$ cat src/rtl/atw_pkg.sv
// ----------------------------------------------------------------------------
// atw_pkg: shared types and constants of the arrival time window calculator
// Request payloads, lane records of the root and divide chains, register codes.
// ----------------------------------------------------------------------------
package atw_pkg;

	localparam int SQ_STEPS = 27;   // root bits of a 54-bit radicand
	localparam int DV_STEPS = 24;   // quotient bits kept before saturation

	localparam logic signed [23:0] TIME_MAX = 24'sh7FFFFF;
	localparam logic signed [23:0] TIME_MIN = 24'sh800000;

	typedef enum logic [1:0] {
		REG_TOP_SPEED   = 2'd0,
		REG_FLOOR_SPEED = 2'd1,
		REG_ACCEL_LIMIT = 2'd2
	} atw_reg_t;

	typedef struct packed {
		logic [15:0] speed_now;
		logic [19:0] distance_left;
	} atw_in_t;

	typedef struct packed {
		logic signed [23:0] earliest_arrival;
		logic signed [23:0] latest_arrival;
	} atw_out_t;

	typedef struct packed {
		logic [53:0] x;
		logic [28:0] rem;
		logic [26:0] root;
	} atw_sq_lane_t;

	typedef struct packed {
		logic               e_root;
		logic               l_root;
		logic               vf_zero;
		logic [44:0]        e_cnum;
		logic signed [45:0] l_cnum;
		logic [27:0]        e_den;
		logic [27:0]        l_den;
		logic [11:0]        a;
		logic [23:0]        v256;
	} atw_side_t;

	typedef struct packed {
		atw_sq_lane_t e;
		atw_sq_lane_t l;
		atw_side_t    side;
	} atw_sq_t;

	typedef struct packed {
		logic [44:0] r;
		logic [50:0] dsh;
		logic [23:0] q;
		logic        neg;
		logic        ovf;
		logic        never;
	} atw_dv_lane_t;

	typedef struct packed {
		atw_dv_lane_t e;
		atw_dv_lane_t l;
	} atw_dv_t;

endpackage

$ cat src/rtl/atw_div_cell.sv
// ----------------------------------------------------------------------------
// atw_div_cell: one restoring step of the divide chain
// Retires one quotient bit in each lane and passes the record on.
// ----------------------------------------------------------------------------
module atw_div_cell (
	input  logic            clk,
	input  logic            arst_n,
	input  logic            advance,
	input  logic            in_valid,
	input  atw_pkg::atw_dv_t in_data,
	output logic            out_valid,
	output atw_pkg::atw_dv_t out_data
);
	import atw_pkg::*;

	logic    valid_q;
	atw_dv_t data_q;
	atw_dv_t nxt;

	function automatic atw_dv_lane_t step(input atw_dv_lane_t ln);
		atw_dv_lane_t o;
		o     = ln;
		o.dsh = {1'b0, ln.dsh[50:1]};
		if ({6'b0, ln.r} >= ln.dsh) begin
			o.r = ln.r - ln.dsh[44:0];
			o.q = {ln.q[22:0], 1'b1};
		end else begin
			o.q = {ln.q[22:0], 1'b0};
		end
		return o;
	endfunction

	always_comb begin
		nxt.e = step(in_data.e);
		nxt.l = step(in_data.l);
	end

	always_ff @(posedge clk or negedge arst_n) begin
		if (!arst_n) begin
			valid_q <= 1'b0;
		end else if (advance) begin
			valid_q <= in_valid;
		end
	end

	always_ff @(posedge clk) begin
		if (advance && in_valid) begin
			data_q <= nxt;
		end
	end

	assign out_valid = valid_q;
	assign out_data  = data_q;

endmodule

$ cat config.mk
export PLATFORM = sky130hd
export DESIGN_NAME = atw_div_cell
export DESIGN_NICKNAME = d
export VERILOG_FILES = /design/src/rtl/atw_pkg.sv /design/src/rtl/atw_div_cell.sv
export SDC_FILE = /design/constraint.sdc
export NUM_CORES = 1
export LEC_CHECK = 0
export BUFFER_PORTS_ARGS = -buffer_cell sky130_fd_sc_hd__buf_2
export CORE_MARGIN = 2
export CORE_UTILIZATION = 40
export DETAILED_ROUTE_END_ITERATION = 8
export HOLD_SLACK_MARGIN = 0.12
export PLACE_DENSITY = 0.65
export SYNTH_ARGS = -nofsm -noshare
export SYNTH_HDL_FRONTEND = slang
export SYNTH_SLANG_ARGS = --single-unit
$ cat constraint.sdc
create_clock -name clk -period 1.1 [get_ports clk]
set_input_delay 0.22 -clock clk [delete_from_list [all_inputs] [get_ports clk]]
set_output_delay 0.22 -clock clk [all_outputs]
set_load 0.05 [all_outputs]
; ---- Word level (Yosys, flattened, before mapping)
; Cells that the tools add are included.
[op_classes]
addsub = 2
magnitude_cmp = 2
mux = 4
n_reduce_logical = 1
[op_table]
columns = operator, n
row1 = >= comparator 45 x 51 -> 1 bit, 2
row2 = two-way mux 45 bit, 2
row3 = subtractor 45 bit, 2
row4 = two-way mux 1 bit, 2
row5 = logical AND 1 bit, 1
[word_totals]
regBits = 245
input_bits = 250
output_inout_bits = 247
word_cells = 22

; ---- Logic depth before layout (Yosys ltp)
[logic_depth]
ltp_word = 2
depth_mapped = 15
depth_no_buf = 13

; ---- Worst setup path after synthesis
; Ideal clock, no wire load.
[synth_path]
path_kind = in2reg
from = input in_valid
to = register data_q (netlist bit out_data[0]) (enable)
setup_ns = 0.634
t_arrival_ns = 5.738
t_required_ns = 0.466
path_slack_ns = -5.273
cell_stages = 1
n_path_buf = 0
cell_sequence = and2_1
[synth_via]
elab_chain_cells = 1
[synth_lines]
columns = item, line_no
row1 = start: declaration, atw_div_cell.sv:9  ; input logic in_valid,
row2 = logical AND 1 bit, atw_div_cell.sv:47  ; if (advance && in_valid) begin
row3 = end signal: assignment, atw_div_cell.sv:48  ; data_q <= nxt;
row4 = end: declaration, atw_div_cell.sv:17  ; atw_dv_t data_q;
; No other way between the ends.
; A chain may end at the register's enable or synchronous reset.

==> flow_summary.ini <==
[clock_network]
cts.sinks = 245
numCtsBuffers = 28
cts_tree = built
clockRootBuffer = clkbuf_16
path_clk_slew_ns = 0.06
htreeDepth = 1
insertion_delay_ns = 0.56
cts_max_path_buffers = 3

[detailed_routing]
vias = 15510
avgViaCountPerCell = 5.385
finalWirelength_um = 62160
drtIter0Drc = 945
wl_per_cell_um = 21.58
drc = 0
ant_nets = 0
first_pass_iters = 6

[timing]
hold_viol = 0
max_freq_mhz = 387.3
rsz0062_at_grt = true
fin_crit_sh_pct = 234.7
layout_setup_ws_ns = -1.482
finalSetupViolCount = 337
tns_ns = -190.80
slew_viol_final = 0
fin_skew_ns = 0
post-route-min-period_ns = 2.582

[power]
p_int_uw = 21710
ir_drop_mv = 1.540
total_power_uw = 32420
switchingPower_uw = 10710
switching_share_pct = 33.04
p_per_area_nw_per_um2 = 1210
power_frac_clock_pct = 29.0
seqPwrFrac_pct = 35.0
p_leak_uw = 0.01213
power_frac_comb_pct = 36.0

[worst_hold_path]
min_path_type = primary input to register

[outcome]
violations = negative setup slack
outcome = finished, violations left

[synth]
synth_xor_xnor_area_share_pct = 4.494
ys_warn_count = 0
synth_top_family_by_area = compound AO/OA/AOI/OAI gates
synth-edff-count = 244
syn_area_per_cell_um2 = 11.77
synth.area.top_cells = edfxtp_1 51%, ha_1 7.8%, mux2_4 3.7%
synthMuxAreaShare_pct = 7.600
yosys.area.top_type = edfxtp_1
postSynthCellCount = 1225
synth_top_area_share_pct = 50.81
synthArstFlopShare_pct = 0.4082
synth-adder-area-share_pct = 8.086
syn_area_um2 = 14420
ys_seq_area_share_pct = 50.98
synth_top_flop_cell = edfxtp_1
synth-compound-area-share_pct = 15.00
ys_ff_latch = 245
synth_simple_gate_area_share_pct = 8.893
yosysUniqueCellTypes = 80

[placed_design]
portBuffers = 492
dpl-instance-area_um2 = 20770
place_congestion = 0.8956
dp_hpwl_um = 39400
place_inst = 2539

[global_routing]
grt_max_degree = 24
first_global_vias = 16330
grtUsageTotal_pct = 30.58
grt_pass1_wl_um = 90760
overflow = 0
antenna_found_initial = 14

[die]
die_y_um = 193.9
ios = 497
core_region_area_um2 = 35570
start_util_pct = 40.54
placementRows = 69
dieArea_um2 = 37590
die_w_um = 193.9

[critical_path]
r2r_setup_slack_ns = 0.31
required_ns = 1.41
worst_setup_path_start_kind = primary input
critPathMaxFanout = 8
path_cells = buf_2 > inv_1 > ha_1 > nand4_1 > a21oi_2 > o21ai_2 > o211ai_2 > a41oi_2 > a311o_2 > a21oi_4 > nor2_4 > clkinv_4 > buf_12 > mux2_4
cp.arrival_ns = 2.89
criticalPathCategory = primary input to register
end_kind = register
cp_slowest_cell = a311o_2
max_stage_delay_ns = 0.43

[cells_and_area]
layout-drive-gt1-share_pct = 49.77
final_cell_mix = 411 x buf_4, 262 x buf_6, 244 x dlygate4sd3_1, 244 x edfxtp_1, 240 x buf_2
final_cell_area_um2 = 26800
final_common_cell = buf_4
area_delta_synth_final_pct = 85.82
stdcell_count = 2880
n_fill_cell = 2067
fin_nets = 2734

[job]
cap_violations = 0
-- power by group through the flow --
| stage | clock [uW] | sequential [uW] | combinational [uW] |
|---|---|---|---|
| global route | 9750 | 11400 | 12200 |
| global placement | 0 | 11300 | 9120 |
| floorplan | 0 | 13500 | 3300 |
| detailed placement | 0 | 11400 | 9230 |
| finish | 9400 | 11400 | 11700 |
| CTS | 9340 | 11300 | 10900 |
-- final timing paths --
| check | start | to | cells past startpoint |
|---|---|---|---|
| worst min-delay path | in_data[242] | out_data[242]$_DFFE_PP_ | 4 |
| min in group asynchronous | arst_n | out_valid$_DFFE_PN0P_ | 3 |
| worst min register to register | out_valid$_DFFE_PN0P_ | out_valid$_DFFE_PN0P_ | 1 |
| max in group asynchronous | arst_n | out_valid$_DFFE_PN0P_ | 3 |
| worst max-delay path | in_data[157] | out_data[226]$_DFFE_PP_ | 14 |
| worst max register to register | out_valid$_DFFE_PN0P_ | out_valid$_DFFE_PN0P_ | 1 |
-- logic make-up after synthesis --
family / count (synthesis)
AO/OA/AOI/OAI: 319
XOR/XNOR: 74
adder cells (fa/ha/maj): 92
buffers and inverters: 158
flip-flops: 245
multiplexers: 86
other: 1
AND/OR/NAND/NOR: 250
-- metal layers --
layer	track usage (%)	up-vias	wire length (um)	part of all wire (%)
li1	-	6906	-	-
met1	34.02	7480	22390	36
met2	56.59	875	31910	51
met3	5.305	237	4446	7.2
met4	14.28	10	3354	5.4
met5	0	-	58	0.093
-- state kept, by name, indices dropped and copies added, names as in the netlist --
name and count:
out_valid 1, out_data 244
-- worst max-delay path, delay by kind of cell --
family	cells	cell delay (ns)
mux	1	0.31
compound gates	6	1.27
fa+ha+maj	1	0.39
buf+inv	4	0.43
simple gates	2	0.28
-- Yosys cell counts, types with 3 or more instances --
library cell,n
o211ai_1,8
ha_1,90
nand3b_1,4
nor3_1,18
nor4_1,5
nand4_1,23
or3_1,11
mux2_1,35
edfxtp_1,244
nand2b_1,10
xnor2_1,43
and3_1,10
nand3_1,20
a211oi_1,11
buf_6,5
a21oi_1,103
mux2i_1,6
o21a_1,15
a31oi_1,15
nor2b_1,11
and2_1,8
o31ai_1,7
o21ai_0,42
or2_2,4
mux2_2,9
o21bai_1,14
mux2_4,36
nand2_1,62
a21o_1,61
inv_1,112
clkbuf_1,33
nor2_1,51
xor2_1,31
a21oi_2,3
buf_12,4
o2111ai_1,5
-- area by class of cell --
type | instances | area (um^2) | share of cell area (%)
multi-input cells | 824 | 7365 | 27.48
inverters | 113 | 444.2 | 1.658
flip-flops and latches | 245 | 7352 | 27.44
diodes | 8 | 20.02 | 0.07471
repair buffers | 1180 | 10150 | 37.89
clock buffers | 32 | 715.7 | 2.671
well taps | 461 | 576.8 | 2.152
clock inverters | 17 | 171.4 | 0.6397
-- repair_timing --
item                       CTS  global route
gates resized for setup    556            88
hold buffers               244             0
setup endpoints to repair  337           337
setup buffers               23            15
pin swaps                   41            52
gates cloned                 3             4
hold endpoints to repair   241             0
-- through the flow --
| stage | util, % | setup WS (ns) | hold WS (ns) |
|---|---|---|---|
| floorplan | - | -1.825 | -0.07559 |
| CTS | 73.72 | -1.361 | 0.1226 |
| global route | 75.33 | -1.519 | 0.1283 |
| detailed placement | 58.40 | -2.133 | 0.001812 |
| global placement | 58.40 | -2.082 | -0.003204 |
| finish | 75.34 | -1.482 | 0.1423 |
Note: power is estimated with default switching activity, not from simulation.
