File: config.mk
export PLATFORM = sky130hd
export DESIGN_NAME = atw_sqrt_cell
export DESIGN_NICKNAME = d
export VERILOG_FILES = /design/src/rtl/atw_pkg.sv /design/src/rtl/atw_sqrt_cell.sv
export SDC_FILE = /design/constraint.sdc
export NUM_CORES = 1
export LEC_CHECK = 0
export BUFFER_PORTS_ARGS = -buffer_cell sky130_fd_sc_hd__buf_2
export CORE_AREA = 2 2 320 322
export DETAILED_ROUTE_END_ITERATION = 6
export DIE_AREA = 0 0 322 324
export HOLD_SLACK_MARGIN = 0.1
export PLACE_DENSITY = 0.33
export SYNTH_ARGS = -nofsm -noshare
export SYNTH_HDL_FRONTEND = slang
export SYNTH_SLANG_ARGS = --single-unit
File: constraint.sdc
create_clock -name clk -period 0.8 [get_ports clk]
set_input_delay 0.08 -clock clk [delete_from_list [all_inputs] [get_ports clk]]
set_output_delay 0.08 -clock clk [all_outputs]
set_load 0.01 [all_outputs]
File: src/rtl/atw_pkg.sv
// ----------------------------------------------------------------------------
// atw_pkg: shared types and constants of the arrival time window calculator
// Request payloads, lane records of the root and divide chains, register codes.
// ----------------------------------------------------------------------------
package atw_pkg;

	localparam int SQ_STEPS = 27;   // root bits of a 54-bit radicand
	localparam int DV_STEPS = 24;   // quotient bits kept before saturation

	localparam logic signed [23:0] TIME_MAX = 24'sh7FFFFF;
	localparam logic signed [23:0] TIME_MIN = 24'sh800000;

	typedef enum logic [1:0] {
		REG_TOP_SPEED   = 2'd0,
		REG_FLOOR_SPEED = 2'd1,
		REG_ACCEL_LIMIT = 2'd2
	} atw_reg_t;

	typedef struct packed {
		logic [15:0] speed_now;
		logic [19:0] distance_left;
	} atw_in_t;

	typedef struct packed {
		logic signed [23:0] earliest_arrival;
		logic signed [23:0] latest_arrival;
	} atw_out_t;

	typedef struct packed {
		logic [53:0] x;
		logic [28:0] rem;
		logic [26:0] root;
	} atw_sq_lane_t;

	typedef struct packed {
		logic               e_root;
		logic               l_root;
		logic               vf_zero;
		logic [44:0]        e_cnum;
		logic signed [45:0] l_cnum;
		logic [27:0]        e_den;
		logic [27:0]        l_den;
		logic [11:0]        a;
		logic [23:0]        v256;
	} atw_side_t;

	typedef struct packed {
		atw_sq_lane_t e;
		atw_sq_lane_t l;
		atw_side_t    side;
	} atw_sq_t;

	typedef struct packed {
		logic [44:0] r;
		logic [50:0] dsh;
		logic [23:0] q;
		logic        neg;
		logic        ovf;
		logic        never;
	} atw_dv_lane_t;

	typedef struct packed {
		atw_dv_lane_t e;
		atw_dv_lane_t l;
	} atw_dv_t;

endpackage

File: src/rtl/atw_sqrt_cell.sv
// ----------------------------------------------------------------------------
// atw_sqrt_cell: one digit step of the square root chain
// Retires one root bit in each lane and passes the record to the next cell.
// ----------------------------------------------------------------------------
module atw_sqrt_cell (
	input  logic            clk,
	input  logic            arst_n,
	input  logic            advance,
	input  logic            in_valid,
	input  atw_pkg::atw_sq_t in_data,
	output logic            out_valid,
	output atw_pkg::atw_sq_t out_data
);
	import atw_pkg::*;

	logic    valid_q;
	atw_sq_t data_q;
	atw_sq_t nxt;

	function automatic atw_sq_lane_t step(input atw_sq_lane_t ln);
		atw_sq_lane_t o;
		logic [30:0]  rem_w;
		logic [30:0]  trial;
		rem_w = {ln.rem, ln.x[53:52]};
		trial = {2'b00, ln.root, 2'b01};
		o.x = {ln.x[51:0], 2'b00};
		if (rem_w >= trial) begin
			o.rem  = 29'(rem_w - trial);
			o.root = {ln.root[25:0], 1'b1};
		end else begin
			o.rem  = rem_w[28:0];
			o.root = {ln.root[25:0], 1'b0};
		end
		return o;
	endfunction

	always_comb begin
		nxt      = in_data;
		nxt.e    = step(in_data.e);
		nxt.l    = step(in_data.l);
	end

	always_ff @(posedge clk or negedge arst_n) begin
		if (!arst_n) begin
			valid_q <= 1'b0;
		end else if (advance) begin
			valid_q <= in_valid;
		end
	end

	always_ff @(posedge clk) begin
		if (advance && in_valid) begin
			data_q <= nxt;
		end
	end

	assign out_valid = valid_q;
	assign out_data  = data_q;

endmodule

### Yosys cells after proc, flatten, opt, wreduce, memory -nomap -nowiden

Index checks and enable logic that the tools add are counted.

* $mul: 0
* eq/ne operators: 0
* reduce and logical (&&, ||, !) cells: 1
* add/sub/neg operators: 2
* muxes and demuxes: 2
* order comparisons: 2
* bitwise operators: 0
* divide/modulo/power cells: 0
* shifts and indexed selects: 0

Operators by type and width (number)
* 56-bit two-way mux: 2
* 31-bit by 29-bit greater-or-equal comparator with 1-bit output: 2
* 29-bit subtractor: 2
* 1-bit logical AND: 1

* memories kept: 0
* output and inout port bits: 407
* bits in registers: 403
* bits in writable memories: 0
* bits of input ports: 410
* bits in latches: 0
* ROM bits: 0

### Longest topological paths before layout

Gate-level depths: netlist of run 1.

* word-level depth: 2
* depth in mapped cells: 13
* mapped depth without buffers: 10

### Worst setup path before layout of run 1

OpenSTA, ideal clock, no wires.

* path type: input-to-reg
* from: input in_valid
* to: register data_q, in the netlist out_data[0], enable pin
* arrival time: 9.120 ns
* required time: -0.015 ns
* setup time: 0.815 ns
* path buffers: 0
* stages on the path: 1
* setup slack: -9.135 ns
* path through: and2_1

* cells in the longest elaborated chain, start to end: 1

RTL lines
* start: declaration: line atw_sqrt_cell.sv:9 `input logic in_valid,`
* 1-bit logical AND: line atw_sqrt_cell.sv:52 `if (advance && in_valid) begin`
* end signal: assignment: line atw_sqrt_cell.sv:53 `data_q <= nxt;`
* end: declaration: line atw_sqrt_cell.sv:17 `atw_sq_t data_q;`

No other way between the ends.
A chain may end at the register's enable or synchronous reset.

### Worst setup path after layout of run 1

* from: input in_data[327] (netlist bit)
* to: register data_q, in the netlist out_data[296] (data pin)

* cells in the longest elaborated chain, start to end: 2

RTL lines
* start: declaration: line atw_sqrt_cell.sv:10 `input atw_pkg::atw_sq_t in_data,`
* 31-bit by 29-bit greater-or-equal comparator with 1-bit output: line atw_sqrt_cell.sv:27 `if (rem_w >= trial) begin`
* 56-bit two-way mux: line atw_sqrt_cell.sv:27

No other way between the ends.

==> results of run 1 <==
[synth_stat cells (5+ instances only)]
master	number
mux2i_1	5
ha_1	58
inv_1	71
nor2_1	38
a21oi_1	51
nand4_1	15
o21ai_0	22
xnor2_1	28
nand3_1	12
a211oi_1	8
nand2_1	44
a31oi_1	8
clkbuf_1	11
and2_1	6
o21a_1	13
mux2_4	16
a21o_1	20
edfxtp_1	402
xor2_1	24
mux2_2	22
nor3_1	14
nand2b_1	7
buf_4	7
mux2_1	12
nor2b_1	5
[worst max-delay path by stage]
stage	end
floorplan	out_data[0]
global placement	out_data[349]
detailed placement	out_data[326]
CTS	out_data[233]
global route	out_data[343]
finish	out_data[296]
[final cells by class]
cell class | count | area, sq um | share of cell area, %
inverters | 71 | 299 | 0.945
well taps | 1309 | 1640 | 5.18
clock buffers | 62 | 1360 | 4.30
clock inverters | 29 | 236 | 0.748
multi-input cells | 491 | 4880 | 15.4
repair buffers | 1508 | 11100 | 35.1
diodes | 6 | 15.0 | 0.0475
flip-flops and latches | 403 | 12100 | 38.2
[stage by stage]
stage	hold WS (ns)	cell area [sq um]	utilization, %	instances	setup WS [ns]
6_report	-0.355	31600	31.3	3879	-1.19
5_1_grt	-0.383	31600	31.3	3875	-1.24
4_1_cts	-0.416	31000	30.7	3852	-1.20
3_5_place_dp	-0.143	24300	24.1	3337	-2.06
3_3_place_gp	-0.144	24300	24.1	3337	-2.04
2_1_floorplan	-0.216	16800	-	992	-2.51
[sequential cells by signal, indices dropped and copies added, names as in the netlist]
register and count:
out_data 402, out_valid 1
[power groups by stage]
stage                     logic (uW)  registers [uW]  clock network [uW]
final                          13000           25600               22500
after global routing           14100           25800               24100
after CTS                      12800           25600               23500
after detailed placement       10200           26000                   0
after global placement         10300           26000                   0
after floorplan                 3790           26900                   0
[cells by family (layout without fill, tap and decap cells)]
logic type               Yosys count  in the layout  synth area share (%)
AO/OA/AOI/OAI                    165            165                  6.91
flip-flops                       403            403                  74.2
multiplexers                      55             55                  4.13
buffers and inverters             98           1670                  2.83
adder cells (fa/ha/maj)           58             58                  4.45
XOR/XNOR                          52             52                  2.79
AND/OR/NAND/NOR                  157            157                  4.69
other                              1             10                0.0230
[metal layers]
metal	global-route usage, %	vias to the layer above	wire length, um
li1	-	6857	-
met1	13.0	6879	25400
met2	23.8	548	37100
met3	4.35	114	5630
met4	3.91	24	1810
met5	0	-	154
[timing repair]
item / CTS / global route
pin swaps: 38 / 28
buffers inserted: 25 / 16
cloned: 3 / 4
endpoints found under the setup margin: 463 / 862
gates resized for setup: 192 / 92
endpoints found under the hold margin: 411 / 18
hold buffers: 396 / 10
==> key figures, run 1 <==
Timing
  • Crit share post-route: 249%
  • RSZ-0062 raised after global routing: yes
  • Final WS setup: -1.19 ns
  • Hold Slack: -0.355 ns
  • Endpoints failing setup: 865
  • Final min period: 1.99 ns
  • Hold Violations, Final: 1
  • Setup TNS: -325.72 ns
  • Clk_skew: 0 ns
  • Final slew viol count: 0
  • Fmax: roughly 500 MHz

Power and ir drop
  • Pwr per Cell Area: 1940 nW/um^2
  • P_int: 45300 uW
  • P_sw: between 15000 and 20000 uW
  • Combinational Power Share: 21.3%
  • Sequential Power Share: 41.9%
  • VDD IR max: 1.50 mV
  • Clock power frac: 36.8%
  • Total power: 61200 uW
  • Pleak: between 0.01 and 0.015 uW
  • Switch share: 25.9%

Worst setup path
  • CP dominant cell by count: buf_4
  • Delay-heaviest family, CP: compound AO/OA/AOI/OAI gates
  • Worst EP arrival: 2.37 ns
  • Crit-path cells: buf_6 > ha_4 > buf_6 > buf_4 > a21o_1 > o21ai_4 > a21oi_4 > a31oi_4 > o21ai_2 > a41o_4 > buf_4 > buf_12 > buf_4 > buf_8 > buf_4
  • R2r endpoint: out_valid
  • Startpoint Class: primary input
  • CP Class: in2reg
  • Worst Setup End Kind: register
  • Worst Path Max Fanout: 6
  • Reg2reg setup slack: about 0.040 ns
  • Worst path slowest cell: a41o_4
  • Critical path depth in cells: 15
  • Data required time of the worst path: between 1 and 1.5 ns
  • CP max stage delay: 0.28 ns
  • Critical R2R Launch: out_valid
  • Worst reg-to-reg path cell count: 1
  • Worst Path Buf+Inv: 8
  • CP startpoint: in_data[327]

Yosys
  • Syn. warnings: 0
  • Yosys top cell area share: 74.0%
  • Seq cells post-synth: ~400
  • Mapped Avg Cell Area: 16.5 sq um
  • Synth cell types: 72
  • Synth Instances: 989
  • Dominant synthesized flop cell: edfxtp_1
  • EDFF count, synth: 402
  • Synth top area cells: edfxtp_1 74%, ha_1 4.4%, inv_1 1.6%, a21oi_1 1.6%, mux2_2 1.5%
  • Yosys top cell by area: edfxtp_1
  • Seq/Total Area, Yosys: 74.2%
  • Ys async rst share: 0.248%
  • Post-Syn Area: 16300 sq um

Run status
  • Status: complete, but fails checks
  • Failing checks: negative hold slack, negative setup slack

Global routing
  • Total grt overflow: 0
  • Pin count of the biggest net entering global routing: 36
  • Antenna violations before repair: 20
  • Vias in the first global route: 15700
  • GRT Total Usage: between 10% and 20%
  • First-pass GRT wire length: 97.5 mm

Placement
  • Final GP Congestion: roughly 0.81
  • Port bufs: 812
  • Detail Placement HPWL: 53.7 mm

Worst hold path
  • Hold Crit Depth: 1
  • Type of the tightest min-delay check: in2reg
  • Hold endpoint: out_data[297]
  • Hold_sp: in_data[296]

Die
  • Die height: 324 um
  • Row cnt: roughly 120
  • Initial Util: roughly 16%
  • Die area: between 100000 and 150000 sq um
  • I/O pin total: 817
  • Die width: 322 um
  • Core area: 101000 sq um

Clock tree
  • Max Root-Sink Buffers: 3
  • Clock transition at the registers of the reported paths: 0.05 ns
  • CTS tree: yes
  • Num CTS Buffers: 52
  • Worst-Skew Late Latency: about 0.61 ns
  • TritonCTS Sinks: 403
  • Root Driver: clkbuf_16
  • H-tree Lvls: 2

Routing
  • Remaining antenna violation count: 0
  • Detailed Routing Iterations Pass 1: 4
  • Detailed-route vias per instance: 3.72
  • Residual DRC: 0
  • Via count: ~14000
  • Iter 0 DRT Violations: about 430
  • WL per Instance: 18.1 um
  • Drt total wl: ~70 mm

Finish
  • Share of layout cells above drive strength 1: 53.3%
  • Nets: 2995
  • Most common cell after layout, fill and taps aside: buf_2
  • FILL cells: 10400
  • Synthesis-to-layout area growth: 93.9%
  • Commonest non-fill, non-tap cells in the layout: 746 x buf_2, 404 x dlygate4sd3_1, 402 x edfxtp_1, 259 x buf_4, 68 x buf_6

Job
  • Maxcap violations: 0
(Power assumes the default switching activity.)
==> run 2, diff against run 1 <==
Settings changed: CTS_CLUSTER_DIAMETER from default to 60, PLACE_DENSITY 0.33 to 0.32.
Clock period 0.8 ns to 2.4 ns, I/O delays scaled along.
==> key figures, run 2 (same netlist as run 1, synthesis figures left out) <==
Routing
  • Drt total wl: 69.0 mm (-1.6%)
  • Via count: 14100 (-2.3%)
  • Iter 0 DRT Violations: 513 (+20%)
  • Remaining antenna violation count: 0 (unchanged)
  • Detailed-route vias per instance: 3.68 (-1.0%)
  • Detailed Routing Iterations Pass 1: 4 (unchanged)
  • Residual DRC: 0 (unchanged)
  • WL per Instance: 18.0 um (-0.32%)

Clock tree
  • Num CTS Buffers: 59 (+13%)
  • Worst-Skew Late Latency: 0.66 ns (+0.05 ns)
  • TritonCTS Sinks: 403 (unchanged)
  • H-tree Lvls: 2 (unchanged)
  • CTS tree: yes
  • Root Driver: clkbuf_16
  • Clock transition at the registers of the reported paths: 0.05 ns (about the same)
  • Max Root-Sink Buffers: 3 (unchanged)

Finish
  • FILL cells: 10500 (+1.1%)
  • Most common cell after layout, fill and taps aside: buf_2
  • Share of layout cells above drive strength 1: 48.7% (-4.6 points)
  • Commonest non-fill, non-tap cells in the layout: 812 x buf_2, 406 x dlygate4sd3_1, 402 x edfxtp_1, 214 x buf_4, 65 x inv_1
  • Final core area utilization: 29.7% (-1.6 points)
  • Nets: 2939 (-1.9%)
  • Largest register FFs: 402 (unchanged)
  • Synthesis-to-layout area growth: 84.1%

Die
  • Core area: 101000 sq um (unchanged)
  • Die height: 324 um (unchanged)
  • Row cnt: 117 (unchanged)
  • Die width: 322 um (unchanged)
  • I/O pin total: 817 (unchanged)
  • Initial Util: 16.1% (unchanged)
  • Die area: 104000 sq um (unchanged)

Timing
  • Final min period: 2.30 ns
  • Fmax: 435 MHz
  • Hold Violations, Final: 0 (-1)
  • Rel. slew slack: 54.6%
  • RSZ-0062 raised after global routing: no
  • Final slew viol count: 0 (unchanged)
  • Endpoints failing setup: 0 (-100%)
  • Hold Slack: 0.150 ns (+0.504 ns)
  • Clk_skew: 0 ns (unchanged)
  • Tightest Pin Transition: just under 0.7 ns
  • Crit share post-route: 95.8%

Power and ir drop
  • Pleak: 0.0129 uW (-3.6%)
  • VDD IR max: 0.507 mV (-66%)
  • Pwr per Cell Area: 695 nW/um^2 (-64%)

Placement
  • Port bufs: 812 (unchanged)
  • Detail Placement HPWL: 53.9 mm (+0.29%)
  • Final GP Congestion: 0.780 (-3.7%)

Worst setup path
  • CP Class: in2reg
  • Worst Path Max Fanout: 15 (+9)
  • Crit-path cells: dlygate4sd3_1 > buf_2 > inv_1 > ha_1 > nand3_1 > nor4_2 > buf_4 > a21o_1 > a41o_2 > buf_12 > mux2_4
  • Worst path slowest cell: dlygate4sd3_1
  • Worst reg-to-reg path cell count: 2 (+1)
  • Startpoint Class: primary input
  • CP max stage delay: 0.52 ns (+0.24 ns)
  • Worst EP arrival: 2.69 ns (+0.32 ns)
  • Data required time of the worst path: 2.79 ns (+1.61 ns)
  • Worst Setup End Kind: register

Global routing
  • Pin count of the biggest net entering global routing: 102 (+180%)
  • Total grt overflow: 0 (unchanged)
  • Vias in the first global route: 15300 (-2.2%)
  • GRT Total Usage: 12.5% (-0.049 points)
  • Antenna violations before repair: 17 (-15%)
  • First-pass GRT wire length: 97.0 mm (-0.55%)

Job
  • Maxcap violations: 0 (unchanged)

Worst hold path
  • Type of the tightest min-delay check: in2reg
  • Hold Crit Depth: 4 (+3)

Run status
  • Status: finished, final reports clean
run 2: changes by cell type in the layout (fill, tap and decap cells not counted), moves of 8 or more:
cell     delta
buf_6      -68
buf_2      +66
buf_4      -45
ha_1       +29
ha_4       -27
inv_1      +19
a21oi_1    +13
inv_2      -13
buf_8       -8
run 2: final timing paths:
path | startpoint | to | slack [ns]
worst max-delay path | in_data[318] | out_data[342] | 0.1
max in group asynchronous | arst_n | out_valid | 1.89
worst min register to register | out_valid | out_valid | 1.05
worst min-delay path | in_data[294] | out_data[214] | 0.15
worst max register to register | out_valid | out_valid | 1.10
min in group asynchronous | arst_n | out_valid | 0.41
run 2: area by class of cell:
cell class,count,area [sq um],area share (%)
Antenna cell,4,10.0,0.0333
Clock buffer,70,1520,5.06
Clock inverter,36,382,1.27
Inverter,71,284,0.946
Multi-Input combinational cell,491,4100,13.7
Sequential cell,403,12100,40.3
Tap cell,1309,1640,5.46
Timing Repair Buffer,1445,9990,33.3
run 2: timing repair:
action                                  4_1_cts  5_1_grt
setup buffers                                 0        0
hold endpoints to repair                    405        0
hold buffers                                406        0
resized for setup                             1        7
cloned                                        0        0
endpoints found under the setup margin        3       26
run 2: worst max-delay path, delay by kind of cell:
family	cells	cell delay, ns
fa+ha+maj	1	0.33
compound gates	2	0.30
buf+inv	5	1.05
simple gates	2	0.45
mux	1	0.31
run 2: through the flow:
step / worst slack [ns] / instances / setup TNS [ns] / area, sq um / power [uW]
global placement: -0.747 / 3313 / -29.69 / 24000 / 12000
CTS: 0.0133 / 3825 / 0 / 30000 / 21300
global route: 0.0108 / 3826 / 0 / 30000 / 21800
floorplan: -1.07 / 992 / -437.66 / 16700 / 10200
finish: 0.0998 / 3829 / 0 / 30000 / 20900
detailed placement: -0.766 / 3313 / -31.42 / 24000 / 12000
run 2: per-layer routing:
layer | part of all wire, % | up-vias | wire length [um] | GRT usage, %
met5 | 0.22 | - | 150 | 0
met4 | 2.3 | 20 | 1610 | 3.68
met3 | 8.6 | 103 | 5960 | 4.63
met2 | 51 | 537 | 35300 | 22.8
met1 | 38 | 6679 | 26000 | 13.5
li1 | - | 6749 | - | -
run 2: power by group:
part	switching, uW	leakage (uW)	internal (uW)	total [uW]
logic	1810	0.00821	2040	3850
registers	152	0.00379	8380	8530
clock network	3480	0.000922	5000	8480
==> run 3, diff against run 2 <==
Settings changed: SETUP_SLACK_MARGIN from default to 0.3.
==> key figures, run 3 (same netlist as run 1, synthesis figures left out) <==
Run status
  • Status: finished, final reports clean

Global routing
  • Vias in the first global route: 15300 (-0.039%)
  • Total grt overflow: 0 (unchanged)
  • GRT Total Usage: 12.2% (-0.35 points)
  • Pin count of the biggest net entering global routing: 80 (-22%)
  • First-pass GRT wire length: 95.3 mm (-1.8%)
  • Antenna violations before repair: 26 (+9)

Job
  • Maxcap violations: 0 (unchanged)

Finish
  • Fin area: 31000 sq um (+3.3%)
  • FILL cells: 10400 (-0.95%)
  • Largest register FFs: 402 (unchanged)
  • Area occupied by multi-input gates: 4490 sq um (+9.4%)
  • Synthesis-to-layout area growth: 90.1%
  • Most common cell after layout, fill and taps aside: buf_2
  • Register area: 12100 sq um (unchanged)
  • Final cell count without fillers: 3858 (+0.76%)
  • Commonest non-fill, non-tap cells in the layout: 799 x buf_2, 406 x dlygate4sd3_1, 402 x edfxtp_1, 225 x buf_4, 64 x clkbuf_16
  • Nets: 2963 (+0.82%)
  • Share of layout cells above drive strength 1: 51.5% (+2.8 points)
  • Final core area utilization: 30.7% (+0.97 points)

Power and ir drop
  • Sequential Power Share: 39.1% (-1.8 points)
  • VDD IR max: 0.625 mV (+23%)
  • Clock power frac: 42.3% (+1.6 points)
  • Pleak: 0.0133 uW (+2.7%)
  • Combinational Power Share: 18.6% (+0.2 points)
  • Switch share: 25.8% (-0.27 points)
  • Pwr per Cell Area: 702 nW/um^2 (+1.0%)
  • P_int: 16100 uW (+4.7%)
  • P_sw: 5610 uW (+3.3%)

Worst setup path
  • Reg2reg setup slack: 1.10 ns (about the same)
  • Worst Path Max Fanout: 7 (-8)
  • Startpoint Class: primary input
  • Data required time of the worst path: 2.78 ns (about the same)
  • Worst EP arrival: 2.57 ns (-0.12 ns)
  • CP Class: in2reg
  • R2r endpoint: out_valid
  • Critical R2R Launch: out_valid
  • Worst reg-to-reg path cell count: 2 (unchanged)
  • Worst Setup End Kind: register

Worst hold path
  • Type of the tightest min-delay check: in2reg
  • Hold endpoint: out_data[325]
  • Hold Crit Depth: 4 (unchanged)
  • Hold_sp: in_data[323]

Timing
  • Endpoints failing setup: 0 (unchanged)
  • Final slew viol count: 0 (unchanged)
  • Final min period: 2.20 ns (-0.103 ns)
  • Fmax: 455 MHz (+4.7%)
  • Hold Violations, Final: 0 (unchanged)
  • Crit share post-route: 91.6% (-4.3 points)
  • Clk_skew: 0 ns (unchanged)
  • RSZ-0062 raised after global routing: yes
  • Final WS setup: 0.203 ns (+0.103 ns)
  • Setup TNS: 0 ns (unchanged)

Placement
  • Detail Placement HPWL: 52.1 mm (-3.2%)
  • Placed Instance Area: 24100 sq um (+0.48%)
  • Placed cells: 3315 (+0.060%)
  • Setup WS pre-CTS: -0.603 ns (+0.164 ns)
  • Port bufs: 812 (unchanged)
  • Final GP Congestion: 0.810 (+3.9%)

Routing
  • Detailed-route vias per instance: 3.70 (+0.50%)
  • Detailed Routing Iterations Pass 1: 4 (unchanged)
  • WL per Instance: 17.7 um (-2.1%)
  • Remaining antenna violation count: 0 (unchanged)
  • Residual DRC: 0 (unchanged)
  • Iter 0 DRT Violations: 492 (-4.1%)
  • Via count: 14300 (+1.3%)
  • Drt total wl: 68.1 mm (-1.3%)

Clock tree
  • Clock transition at the registers of the reported paths: 0.05 ns (about the same)
  • TritonCTS Sinks: 403 (unchanged)
  • Num CTS Buffers: 61 (+3.4%)
  • CTS tree: yes
  • Worst-Skew Late Latency: 0.63 ns (-0.03 ns)
  • Max Root-Sink Buffers: 3 (unchanged)
  • Root Driver: clkbuf_16
  • H-tree Lvls: 2 (unchanged)

Die
  • Row cnt: 117 (unchanged)
  • Die height: 324 um (unchanged)
  • Initial Util: 16.1% (unchanged)
  • I/O pin total: 817 (unchanged)
  • Die area: 104000 sq um (unchanged)
  • Die width: 322 um (unchanged)
  • Core area: 101000 sq um (unchanged)
==> run 3: cell count changes in the layout (fill, tap and decap cells not counted), moves of 9 or more <==
cell | before | now
ha_1 | 47 | 31
a21oi_1 | 47 | 37
buf_6 | 0 | 13
buf_2 | 812 | 799
buf_4 | 214 | 225
a21oi_2 | 4 | 13
ha_4 | 10 | 22
==> run 3: worst max-delay path by stage <==
stage,startpoint,to
6_report,in_data[326],out_data[336]
5_1_grt,in_data[300],out_data[343]
4_1_cts,in_data[297],out_data[343]
3_5_place_dp,in_data[297],out_data[347]
3_3_place_gp,in_data[297],out_data[347]
2_1_floorplan,advance,out_data[0]
==> run 3: critical path, cell delays in order <==
cell and delay, ns:
buf_2 0.12, ha_4 0.27, nand2_4 0.06, a2111oi_4 0.36, o21ai_2 0.15, a21oi_2 0.22
a31oi_4 0.12, o21ai_2 0.18, a41o_4 0.29, buf_12 0.12, buf_16 0.12, mux2_4 0.30
==> run 3: cell type report <==
class	instances	share of cell area, %
Clock buffer	71	5.11
Antenna cell	2	0.0161
Tap cell	1309	5.28
Clock inverter	44	1.67
Timing Repair Buffer	1467	33.5
Inverter	71	0.936
Multi-Input combinational cell	491	14.5
Sequential cell	403	39.0
==> run 3: per-layer routing <==
layer	GRT usage [%]	share of wire [%]
met2	22.8	52
met5	0	0.34
met1	12.2	35
met3	5.10	9.8
met4	3.63	2.7
==> run 3: repair_timing <==
action,in CTS,in global routing
hold buffers,406,0
buffers inserted,6,9
endpoints found under the hold margin,406,0
gates cloned,2,3
gates resized for setup,35,71
setup endpoints to repair,50,55
pin swaps,18,24
==> run 3: through the flow <==
stage,total power [uW],hold slack (ns)
after floorplan,10200,-0.0556
after global routing,22800,0.177
after detailed placement,12000,0.0194
final,21800,0.207
after CTS,22100,0.133
after global placement,12000,0.0157
==> run 3: power groups by stage <==
stage / Sequential (uW) / Clock (uW) / Combinational, uW
final: 8520 / 9200 / 4040
after global routing: 8570 / 9830 / 4400
after CTS: 8530 / 9570 / 4000
after detailed placement: 8660 / 0 / 3370
after global placement: 8660 / 0 / 3380
after floorplan: 8960 / 0 / 1260
